$ cat src/rtl/core/pasf_pkg.sv
`default_nettype none
package pasf_pkg;

  localparam int COORD_BITS_DEF = 24;

  // configuration port
  localparam int MSL_W      = 23;
  localparam int COS_W      = 16;
  localparam int CFG_IDX_W  = 1;
  localparam int CFG_DATA_W = 23;

  localparam logic [CFG_IDX_W-1:0] CFG_MIN_SEG_LEN  = 1'd0;
  localparam logic [CFG_IDX_W-1:0] CFG_COS_MIN_TURN = 1'd1;

  localparam logic [MSL_W-1:0] MSL_RST = 23'd100;
  localparam logic [COS_W-1:0] COS_RST = 16'd32276;

  // Q1.15 squared: scale of the dot product side of the cosine compare
  localparam int COS_SH = 2 * (COS_W - 1);

  // multiplier loop indexes
  localparam int LO_W = 3;
  localparam int HI_W = 2;

  // product kinds in the squares phase (carried in the hi index)
  localparam logic [HI_W-1:0] SQ_UU = 2'd0;
  localparam logic [HI_W-1:0] SQ_VV = 2'd1;
  localparam logic [HI_W-1:0] SQ_UV = 2'd2;

  typedef enum logic [3:0] {
    S_IDLE,
    S_DIFF,
    S_MUL,
    S_DRAIN,
    S_DOT,
    S_CHECK,
    S_LOAD,
    S_DECIDE,
    S_EMITH,
    S_TAIL,
    S_EMITF
  } ctrl_state_t;

  typedef enum logic [2:0] {
    PH_SQ,
    PH_DD,
    PH_NN,
    PH_C1,
    PH_C2
  } phase_t;

  typedef enum logic [2:0] {
    DOP_NONE,
    DOP_DIFF,
    DOP_MUL_SQ,
    DOP_MUL_AB,
    DOP_DOT,
    DOP_LD_DD,
    DOP_LD_NN,
    DOP_LD_C
  } dp_op_t;

  typedef enum logic [2:0] {
    T_NONE,
    T_NU,
    T_NV,
    T_DP,
    T_DN,
    T_ACC
  } acc_tgt_t;

  typedef struct packed {
    dp_op_t          op;
    logic [LO_W-1:0] lo;
    logic [HI_W-1:0] hi;
    logic            capture;
    logic            out_load;
    logic            out_sel_held;
    logic            out_eop;
    logic            keep_new;
    logic            keep_held;
    logic            hold_new;
  } dp_cmd_t;

  typedef struct packed {
    logic near_kept;
    logic nu_zero;
    logic nv_zero;
    logic dneg;
    logic cneg;
    logic lhs_gt;
    logic lhs_lt;
  } dp_stat_t;

endpackage
`default_nettype wire

$ cat src/rtl/core/pasf_ctrl.sv
`default_nettype none
module pasf_ctrl import pasf_pkg::*; (
  input  logic     clk,
  input  logic     rst_n,
  input  logic     in_valid,
  output logic     in_ready,
  input  logic     in_final,
  output logic     out_valid,
  input  logic     out_ready,
  output dp_cmd_t  cmd,
  input  dp_stat_t st
);

  ctrl_state_t     state_r, state_nxt;
  phase_t          ph_r, ph_nxt;
  logic [LO_W-1:0] lo_r, lo_nxt, lo_last;
  logic [HI_W-1:0] hi_r, hi_nxt, hi_last;
  logic            in_path_r, in_path_nxt;
  logic            held_vld_r, held_vld_nxt;
  logic            fin_r, fin_nxt;
  logic            out_valid_r, out_valid_nxt;
  logic            out_free;
  logic            tiny;

  assign out_free  = !out_valid_r || out_ready;
  assign in_ready  = (state_r == S_IDLE);
  assign out_valid = out_valid_r;
  assign tiny      = st.dneg ? st.lhs_lt : st.lhs_gt;

  // loop bounds per multiply phase, limbs of the operand registers
  always_comb begin
    unique case (ph_r)
      PH_SQ:   begin lo_last = 3'd2; hi_last = 2'd2; end
      PH_DD:   begin lo_last = 3'd1; hi_last = 2'd1; end
      PH_NN:   begin lo_last = 3'd1; hi_last = 2'd1; end
      PH_C1:   begin lo_last = 3'd3; hi_last = 2'd0; end
      PH_C2:   begin lo_last = 3'd4; hi_last = 2'd0; end
      default: begin lo_last = 3'd0; hi_last = 2'd0; end
    endcase
  end

  always_comb begin
    state_nxt    = state_r;
    ph_nxt       = ph_r;
    lo_nxt       = lo_r;
    hi_nxt       = hi_r;
    in_path_nxt  = in_path_r;
    held_vld_nxt = held_vld_r;
    fin_nxt      = fin_r;
    cmd          = '0;
    cmd.op       = DOP_NONE;
    cmd.lo       = lo_r;
    cmd.hi       = hi_r;

    unique case (state_r)
      S_IDLE: begin
        if (in_valid) begin
          cmd.capture = 1'b1;
          fin_nxt     = in_final;
          priority if (!in_path_r) state_nxt = S_EMITF;
          else if (held_vld_r)     state_nxt = S_DIFF;
          else                     state_nxt = S_TAIL;
        end
      end
      S_DIFF: begin
        cmd.op    = DOP_DIFF;
        ph_nxt    = PH_SQ;
        lo_nxt    = '0;
        hi_nxt    = '0;
        state_nxt = S_MUL;
      end
      S_MUL: begin
        cmd.op = (ph_r == PH_SQ) ? DOP_MUL_SQ : DOP_MUL_AB;
        if (lo_r == lo_last) begin
          lo_nxt = '0;
          if (hi_r == hi_last) begin
            hi_nxt    = '0;
            state_nxt = S_DRAIN;
          end else begin
            hi_nxt = hi_r + 2'd1;
          end
        end else begin
          lo_nxt = lo_r + 3'd1;
        end
      end
      S_DRAIN: begin
        // last product lands in its accumulator during this cycle
        unique case (ph_r)
          PH_SQ:   state_nxt = S_DOT;
          PH_DD:   begin ph_nxt = PH_NN; state_nxt = S_LOAD; end
          PH_NN:   begin ph_nxt = PH_C1; state_nxt = S_LOAD; end
          PH_C1:   begin ph_nxt = PH_C2; state_nxt = S_LOAD; end
          PH_C2:   state_nxt = S_DECIDE;
          default: state_nxt = S_IDLE;
        endcase
      end
      S_DOT: begin
        cmd.op    = DOP_DOT;
        state_nxt = S_CHECK;
      end
      S_CHECK: begin
        priority if (!st.near_kept)           state_nxt = S_EMITH;
        else if (st.nu_zero || st.nv_zero)    state_nxt = S_TAIL;
        else if (!st.dneg && st.cneg)         state_nxt = S_TAIL;
        else if (st.dneg && !st.cneg)         state_nxt = S_EMITH;
        else begin
          ph_nxt    = PH_DD;
          state_nxt = S_LOAD;
        end
      end
      S_LOAD: begin
        unique case (ph_r)
          PH_DD:        cmd.op = DOP_LD_DD;
          PH_NN:        cmd.op = DOP_LD_NN;
          PH_C1, PH_C2: cmd.op = DOP_LD_C;
          default:      cmd.op = DOP_NONE;
        endcase
        lo_nxt    = '0;
        hi_nxt    = '0;
        state_nxt = S_MUL;
      end
      S_DECIDE: begin
        state_nxt = tiny ? S_TAIL : S_EMITH;
      end
      S_EMITH: begin
        if (out_free) begin
          cmd.out_load     = 1'b1;
          cmd.out_sel_held = 1'b1;
          cmd.keep_held    = 1'b1;
          state_nxt        = S_TAIL;
        end
      end
      S_TAIL: begin
        if (fin_r) begin
          state_nxt = S_EMITF;
        end else begin
          cmd.hold_new = 1'b1;
          held_vld_nxt = 1'b1;
          state_nxt    = S_IDLE;
        end
      end
      S_EMITF: begin
        if (out_free) begin
          cmd.out_load = 1'b1;
          cmd.out_eop  = fin_r;
          if (in_path_r) begin
            in_path_nxt  = 1'b0;
            held_vld_nxt = 1'b0;
          end else if (!fin_r) begin
            // first point of a longer path
            in_path_nxt  = 1'b1;
            held_vld_nxt = 1'b0;
            cmd.keep_new = 1'b1;
          end
          state_nxt = S_IDLE;
        end
      end
      default: state_nxt = S_IDLE;
    endcase
  end

  always_comb begin
    out_valid_nxt = out_valid_r;
    if (cmd.out_load)   out_valid_nxt = 1'b1;
    else if (out_ready) out_valid_nxt = 1'b0;
  end

  always_ff @(posedge clk) begin
    if (!rst_n) begin
      state_r     <= S_IDLE;
      ph_r        <= PH_SQ;
      lo_r        <= '0;
      hi_r        <= '0;
      in_path_r   <= 1'b0;
      held_vld_r  <= 1'b0;
      fin_r       <= 1'b0;
      out_valid_r <= 1'b0;
    end else begin
      state_r     <= state_nxt;
      ph_r        <= ph_nxt;
      lo_r        <= lo_nxt;
      hi_r        <= hi_nxt;
      in_path_r   <= in_path_nxt;
      held_vld_r  <= held_vld_nxt;
      fin_r       <= fin_nxt;
      out_valid_r <= out_valid_nxt;
    end
  end

endmodule
`default_nettype wire

$ cat config.mk
export PLATFORM = sky130hd
export DESIGN_NAME = pasf_ctrl
export DESIGN_NICKNAME = d
export VERILOG_FILES = /design/src/rtl/core/pasf_pkg.sv /design/src/rtl/core/pasf_ctrl.sv
export SDC_FILE = /design/constraint.sdc
export NUM_CORES = 1
export LEC_CHECK = 0
export BUFFER_PORTS_ARGS = -buffer_cell sky130_fd_sc_hd__buf_4
export CAP_MARGIN = 20
export CORE_MARGIN = 2
export CORE_UTILIZATION = 30
export DETAILED_ROUTE_END_ITERATION = 8
export PLACE_DENSITY_LB_ADDON = 0.05
export SLEW_MARGIN = 20
export SYNTH_ARGS = -nofsm -noshare
export SYNTH_HDL_FRONTEND = slang
export SYNTH_SLANG_ARGS = --single-unit
$ cat constraint.sdc
create_clock -name clk -period 3.22 [get_ports clk]
set_clock_uncertainty 0.05 [all_clocks]
set_input_delay 0.161 -clock clk [delete_from_list [all_inputs] [get_ports clk]]
set_output_delay 0.161 -clock clk [all_outputs]
set_load 0.01 [all_outputs]
Word-level counts from Yosys, hierarchy flattened
Cells that the tools add are included.

operators by class
  eq/ne operators = 28
  reduce and logical (&&, ||, !) cells = 23
  add/subtract/negate cells = 2
  multiplexer cells = 51

operators by type and width
  operator            count
  $mux 4              12
  $pmux 4 s10         1
  $pmux 3 s3          4
  $pmux 3 s4          2
  $ne 2x2->1 const B  10
  $mux 1              17
  $eq 4x3->1 const B  4
  $mux 3              5
  $eq 4x4->1 const B  3
  $mux 2              5
  $eq 4x2->1 const B  2
  $pmux 2 s2          2
  $eq 3x2->1 const B  2
  $pmux 3 s2          1
  $reduce_and 2->1    3
  $reduce_and 6->1    1
  $reduce_bool 2->1   3
  $reduce_or 2->1     3
  $reduce_and 5->1    1
  $eq 4x1->1 const B  1
  $logic_not 4->1     1
  $ne 4x4->1 const B  1
  $pmux 1 s2          2
  $reduce_and 4->1    1
  other kinds (13)    17

storage, ports and cells
  flip-flop bits (word level) = 16
  output and inout bits = 17
  word-level logic and storage cells = 112
  input port bits = 12

Depth between registers and ports, before layout
Gate-level depths: netlist of run 1.

  word-level depth = 7
  depth in mapped cells = 7

Worst setup path after synthesis of run 1
Ideal clock, no wire load.

  path type = register to register
  from = register state_r[2]
  to = register fin_r
  setup slack = 1.588 ns
  stages on the path, launching flop included = 7
  data arrival time = 1.463 ns
  required time = 3.050 ns
  cell sequence = dfxtp_1 -> buf_2 -> nor4_1 -> and2_1 -> nor2_1 -> a21oi_1 -> nor2_1

on the way
  word-level cells in the longest chain between the ends = 2

ends and longest elaborated chain
  item                        RTL line          RTL
  start, declared             pasf_ctrl.sv:14   ctrl_state_t state_r, state_nxt;
  start signal, assigned      pasf_ctrl.sv:179  state_r <= state_nxt;
  $logic_not 4->1             --
  named net in_ready          pasf_ctrl.sv:6    output logic in_ready,
  $reduce_and 2->1 (no line)  --
  end signal, assigned        pasf_ctrl.sv:185  fin_r <= fin_nxt;
  end, declared               pasf_ctrl.sv:20   logic fin_r, fin_nxt;

The timed path passes the listed nets, and every way through them passes these cells.
A chain may end at the register's enable or synchronous reset.

==> summary.md, run 1 <==
| Metric | Value |
|---|---|
| Status | `complete, no violations` |
| Min-delay worst type | `in2reg` |
| Required time of the critical path | `3010 ps` |
| Worst VDD drop | `0.000314 V` |
| P_leak | `0.000586 µW` |
| Buffers on Ports | `28` |
| Post-DRT Antenna Nets | `0` |
| Synth Cell Area | `1330 µm²` |
| Fin. Hold Viols | `0` |
| Slew headroom | `0.578` |
| Crit path launch | `state_r[3]` |
| Share of layout cells above drive strength 1 | `0.261` |
| Yosys reg bits | `16` |
| XOR/XNOR Fraction of Synth Area | `0.0132` |
| Final WS setup | `952 ps` |
| Die width | `70.5 µm` |
| Vias in the first global route | `1156` |
| Synth unique cells | `54` |
| Syn_nets | `183` |
| Reg2Reg Launch Point | `state_r[3]` |
| Final WL | `3.45 mm` |
| Filler cell count | `461` |
| Row count | `24` |
| CP Depth | `5` |
| Area delta synth->final | `19.5%` |
| Drt pass-1 iters | `4` |
| Ys flop type | `dfxtp_1` |
| Largest family of logic cells by synthesized area | `simple AND/OR/NAND/NOR gates` |
| Average cell area after synthesis | `7.89 µm²` |
| Power density over the cells | `682 nW/µm²` |
| Hold_sp | `in_final` |
| CP max-delay cell | `dfxtp_1` |
| Post-synth EDFFs | `0` |
| Count leader, synth | `dfxtp_1` |
| Syn Inst Count | `168` |
| WHS | `84.8 ps` |
| Type of the worst setup path | `reg2out` |
| Crit. End Element | `output pin` |
| GRT Util Overall | `0.141` |
| Final Setup Violations | `0` |
| Critical Path, Cell by Cell | `or3b_1 -> nor2_1 -> nand2_1 -> nor3_2 -> buf_4` |
| Period minus WS final | `2270 ps` |
| Reg2reg end | `held_vld_r` |
| Total number of vias | `1307` |
| ANT cells | `0` |
| WHS Path Cells | `3` |
| Synth Area in Simple Gates | `0.317` |
| Max-Cap Viols | `0` |
| WHS Endpoint | `fin_r` |
| DP HPWL | `2.62 mm` |
| DIE AREA | `4960 µm²` |
| Post-DR wirelength/cell | `14.4 µm` |
| Cell family with most CP delay | `simple AND/OR/NAND/NOR gates` |
| Final slew viol count | `0` |
| Post_cts resized | `0` |
| RSZ-0062 raised after global routing | `false` |
| IO Pins | `29` |
| Clk sinks | `16` |
| CTS Buf Count | `3` |
| H-tree depth | `1` |
| Detail-routed via count per cell | `5.45` |
| Worst stage delay on the critical path | `720 ps` |
| R2R cell count | `5` |
| Total power | `1080 µW` |
| Total grt overflow | `0` |
| Root Driver | `clkbuf_8` |
| List of most frequent post-synthesis cells | `16 x dfxtp_1, 15 x nor2_1, 10 x o21ai_0` |
| Synth Area in Compound Gates | `0.308` |
| Top cells by area, synth | `dfxtp_1 24%, a211oi_2 4.7%, nor2_1 4.2%` |
| Starting DRT DRC Count | `62` |
| Multiplexer area fraction after synthesis | `0.0151` |
| Skew-Pair Late Insertion Delay | `250 ps` |
| CP max FO | `21` |
| Post-Synth Adder-Cell Area | `0.0283` |
| Top cell type's share of synthesized area | `0.242` |
| Most area-hungry cell type in the Yosys netlist | `dfxtp_1` |
| Fin Setup TNS | `0 ps` |
| Deepest clock path buffer count | `2` |
| # nets final | `204` |
| First-pass GRT wire length | `5.60 mm` |
| CTS tree | `yes` |
| Dpl ws | `1240 ps` |
| Largest net degree at the start of global routing | `22` |
| Post-CTS Setup Repair Bufs | `0` |
| GP Congestion | `0.798` |
| Critical Path Source Type | `flop` |
| CTS Hold Buffers Added | `0` |
| Initial antenna violation count | `0` |
| Die Y | `70.5 µm` |
| Buffers & Inverters on Critical Path | `1` |
| Syn. warnings | `0` |
| DRC violations left | `0` |
| Arr. time, crit path | `2060 ps` |
| Fin crit share | `0.704` |
| Initial Util | `0.309` |
| F_max | `0.441 GHz` |
| Post-synthesis sequential area ratio | `0.242` |
| Async S/R FF share, synth | `0` |
| Core ar. | `4290 µm²` |
| Clk slew on worst S/H paths | `70 ps` |
| R2r setup slk | `1220 ps` |
| Least-Margin Pin Slew | `632 ps` |
| Util after Layout | `0.369` |
-- worst reg2reg max path, delay by kind of cell, from the launching register on --
kind,cells,cell delay [ps]
AO/OA/AOI/OAI,2,380
AND/OR/NAND/NOR,3,740
flip-flops,1,720
-- worst max path at each step --
stage                       to
global route            cmd[2]
floorplan                fin_r
CTS                    cmd[14]
detailed placement      cmd[2]
finish                  cmd[2]
global placement    held_vld_r
-- report_power, final --
part / switching, µW / total (µW) / internal (µW)
Sequential: 120 / 359 / 239
Clock: 77.1 / 186 / 109
Combinational: 276 / 535 / 259
Total: 473 / 1080 / 606
-- area by class of cell --
type	instances	area (µm²)	area share
clock buffers	4	55.1	0.0348
repair buffers	28	210	0.133
multi-input cells	132	903	0.570
inverters	8	30.0	0.0190
flip-flops and latches	16	320	0.202
well taps	52	65.1	0.0411
-- registers in the layout (all words and copies together), names as in the netlist --
register    count
fin_r           1
held_vld_r      1
hi_r            2
in_path_r       1
lo_r            3
out_valid       1
ph_r            3
state_r         4
-- logic make-up after synthesis --
group	count (synthesis)
buffers and inverters	20
AOI/OAI and AO/OA	53
adders and majority gates	3
muxes	2
and+or+nand+nor	72
DFF	16
xor gates and xnor gates	2
-- routing by layer --
metal	vias to the layer above	routed length (µm)	track usage
met5	-	0	0
met4	0	50	0.0491
met3	6	96	0.0188
met2	26	1630	0.229
met1	611	1670	0.192
li1	664	-	-
-- cell usage in the layout (no fill, tap or decap), types with 2 or more instances in the layout --
cell / instances
o31a_1: 2
clkbuf_8: 4
nor2_1: 15
or3_1: 3
inv_1: 7
nor4_1: 3
nor2b_1: 4
buf_4: 28
o21a_1: 6
a41oi_1: 3
nand2_1: 8
nand2b_1: 4
nor3_1: 8
nand3b_1: 2
and2_1: 3
o21ai_0: 10
and3_1: 2
a31oi_1: 3
nand3_1: 2
ha_1: 3
a21oi_1: 9
nand4_1: 2
a211oi_2: 5
nand4bb_1: 2
a21boi_1: 2
a22oi_1: 2
nor3_2: 2
or2_2: 4
mux2i_1: 2
dfxtp_1: 16
-- per-stage QoR --
stage / std cells / cell area (µm²)
CTS: 240 / 1580
global route: 240 / 1580
global placement: 236 / 1530
floorplan: 168 / 1330
detailed placement: 236 / 1530
finish: 240 / 1580
(Power assumes the default switching activity.)
==> run 2: changes to the inputs <==
==> constraint.sdc (replaced) <==
create_clock -name clk -period 2.2 [get_ports clk]
set_clock_uncertainty 0.05 [all_clocks]
set_input_delay 0.11 -clock clk [delete_from_list [all_inputs] [get_ports clk]]
set_output_delay 0.11 -clock clk [all_outputs]
set_load 0.01 [all_outputs]
==> summary.md, run 2 (synthesis gave the netlist of run 1 again) <==
| Metric | Value |
|---|---|
| P_leak | `0.000619 µW (was 0.000586 µW)` |
| Fin crit share | `0.882` |
| Slew headroom | `0.645 (was 0.578)` |
| DIE AREA | `4960 µm² (unchanged)` |
| Drt pass-1 iters | `4 (unchanged)` |
| Initial Util | `0.309 (unchanged)` |
| Crit. End Element | `output pin (unchanged)` |
| CP max FO | `10 (was 21)` |
| Vias in the first global route | `1242 (was 1156)` |
| DRC violations left | `0 (unchanged)` |
| DP HPWL | `2.69 mm (was 2.62 mm)` |
| Reg2reg end | `hi_r[0] (was held_vld_r)` |
| Hold_sp | `in_final (unchanged)` |
| # nets final | `210 (was 204)` |
| Placed standard-cell area | `1570 µm² (was 1530 µm²)` |
| Row count | `24 (unchanged)` |
| Worst stage delay on the critical path | `500 ps (was 720 ps)` |
| Share of layout cells above drive strength 1 | `0.299 (was 0.261)` |
| Critical Path, Cell by Cell | `buf_4 -> xor2_1 -> a2111oi_0 -> buf_4 (was or3b_1 -> nor2_1 -> nand2_1 -> nor3_2 -> buf_4)` |
| CTS tree | `yes (unchanged)` |
| Least-Margin Pin Slew | `528 ps (was 632 ps)` |
| CP Depth | `4 (was 5)` |
| Met3 usage | `0.0260 (was 0.0188)` |
| CP most frequent cell | `buf_4` |
| Final WL | `3.49 mm (was 3.45 mm)` |
| Arr. time, crit path | `1780 ps (was 2060 ps)` |
| Deepest clock path buffer count | `2 (unchanged)` |
| Post-DR wirelength/cell | `14.2 µm (was 14.4 µm)` |
| Critical Path Source Type | `flop (unchanged)` |
| GP Congestion | `0.800 (was 0.798)` |
| R2R cell count | `5 (unchanged)` |
| Total number of vias | `1339 (was 1307)` |
| Power density over the cells | `1000 nW/µm² (was 682 nW/µm²)` |
| CP max-delay cell | `dfxtp_1 (unchanged)` |
| Period minus WS final | `1940 ps` |
| Final slew viol count | `0 (unchanged)` |
| H-tree depth | `1 (unchanged)` |
| Reg2Reg Launch Point | `state_r[1] (was state_r[3])` |
| F_max | `0.515 GHz` |
| Detail-routed via count per cell | `5.44 (was 5.45)` |
| RSZ-0062 raised after global routing | `false (unchanged)` |
| Die width | `70.5 µm (unchanged)` |
| Clk sinks | `16 (unchanged)` |
| First-pass GRT wire length | `5.95 mm (was 5.60 mm)` |
| Crit path capture | `cmd[14] (was cmd[2])` |
| Biggest register | `state_r (unchanged)` |
| Post-DRT Antenna Nets | `0 (unchanged)` |
| Total grt overflow | `0 (unchanged)` |
| Commonest cells after routing, fill and taps aside | `34 x buf_4, 14 x nor2_1, 14 x dfxtp_1 (was 28 x buf_4, 16 x dfxtp_1, 15 x nor2_1)` |
| Largest net degree at the start of global routing | `15 (was 22)` |
| Cell family with most CP delay | `flip-flops (was simple AND/OR/NAND/NOR gates)` |
| GR peak layer | `met2 (unchanged)` |
| Initial antenna violation count | `0 (unchanged)` |
| Skew-Pair Late Insertion Delay | `260 ps (was 250 ps)` |
| Buffers & Inverters on Critical Path | `2 (was 1)` |
| Worst VDD drop | `0.000362 V (was 0.000314 V)` |
| Largest regs | `state_r x4, lo_r x3, ph_r x3 (unchanged)` |
| Root Driver | `clkbuf_8 (unchanged)` |
| Crit path launch | `ph_r[2] (was state_r[3])` |
| Buffers on Ports | `28 (unchanged)` |
| Core ar. | `4290 µm² (unchanged)` |
| Post-CTS Setup Repair Bufs | `0 (unchanged)` |
| Min-delay worst type | `in2reg (unchanged)` |
| Flip-flop count of the largest register after layout | `4 (unchanged)` |
| CTS Hold Buffers Added | `0 (unchanged)` |
| Most common cell after layout, fill and taps aside | `buf_4 (unchanged)` |
| Area delta synth->final | `23.3% (was 19.5%)` |
| CTS Buf Count | `3 (unchanged)` |
| Type of the worst setup path | `reg2out (unchanged)` |
| R2r setup slk | `430 ps (was 1220 ps)` |
| Die Y | `70.5 µm (unchanged)` |
| Fin Setup TNS | `0 ps (unchanged)` |
| Clk slew on worst S/H paths | `70 ps (about the same)` |
| Status | `complete, no violations (unchanged)` |
| GRT Util Overall | `0.149 (was 0.141)` |
| Final Setup Violations | `0 (unchanged)` |
| Fin. Hold Viols | `0 (unchanged)` |
| Post_cts resized | `0 (unchanged)` |
| Starting DRT DRC Count | `34 (was 62)` |
| Required time of the critical path | `2040 ps (was 3010 ps)` |
| Met1 Use GR | `0.187 (was 0.192)` |
| ANT cells | `0 (unchanged)` |
| Finished Cell Area | `1630 µm² (was 1580 µm²)` |
| Max-Cap Viols | `0 (unchanged)` |
| Met2 usage | `0.255 (was 0.229)` |
| IO Pins | `29 (unchanged)` |
[run 2: cell types whose count changed in the layout (fill, tap and decap cells not counted), sizes merged]
cell / delta
buf: +6
[run 2: final cells by class]
| class | count | area [µm²] |
|---|---|---|
| fill | 459 | 2660 |
| multi-input combinational | 132 | 906 |
| sequential | 16 | 323 |
| timing repair buffer | 34 | 255 |
| tap | 52 | 65.1 |
| clock buffer | 4 | 55.1 |
| inverter | 8 | 30.0 |
[run 2: metrics by stage]
| stage | hold WS (ps) | utilization | worst slack [ps] | std cells | total power (µW) |
|---|---|---|---|---|---|
| 6_report | 30.8 | 0.381 | 260 | 246 | 1640 |
| 3_3_place_gp | 302 | 0.367 | 383 | 242 | 1370 |
| 2_1_floorplan | 177 | - | 568 | 168 | 1080 |
| 3_5_place_dp | 294 | 0.367 | 338 | 242 | 1370 |
| 4_1_cts | 31.5 | 0.379 | 75.0 | 246 | 1650 |
| 5_1_grt | 58.9 | 0.381 | 100 | 246 | 1780 |
[run 2: power by group]
group | internal [µW] | total [µW] | switching, µW | leakage [µW]
clock network | 159 | 274 | 114 | 0.0000288
registers | 352 | 464 | 111 | 0.000131
logic | 421 | 904 | 484 | 0.000459
total | 932 | 1640 | 709 | 0.000619
[run 2: layer usage]
metal | vias to the layer above | part of all wire
met4 | 0 | 0.014
met2 | 30 | 0.49
met1 | 629 | 0.45
li1 | 675 | -
met5 | - | 0
met3 | 5 | 0.043
[run 2: worst min path at each step]
stage	slack [ps]	endpoint	cells after the start
after global routing	60	fin_r	3
after floorplan	180	held_vld_r	1
final	30	fin_r	3
after detailed placement	290	fin_r	3
after CTS	30	fin_r	3
after global placement	300	fin_r	3
[run 2: worst reg2reg max path, cell delays in order (launching register included)]
cell,delay (ps)
dfxtp_1,470
nand2b_1,180
nor3_1,410
o311a_4,330
nor2_2,60
a211oi_2,200
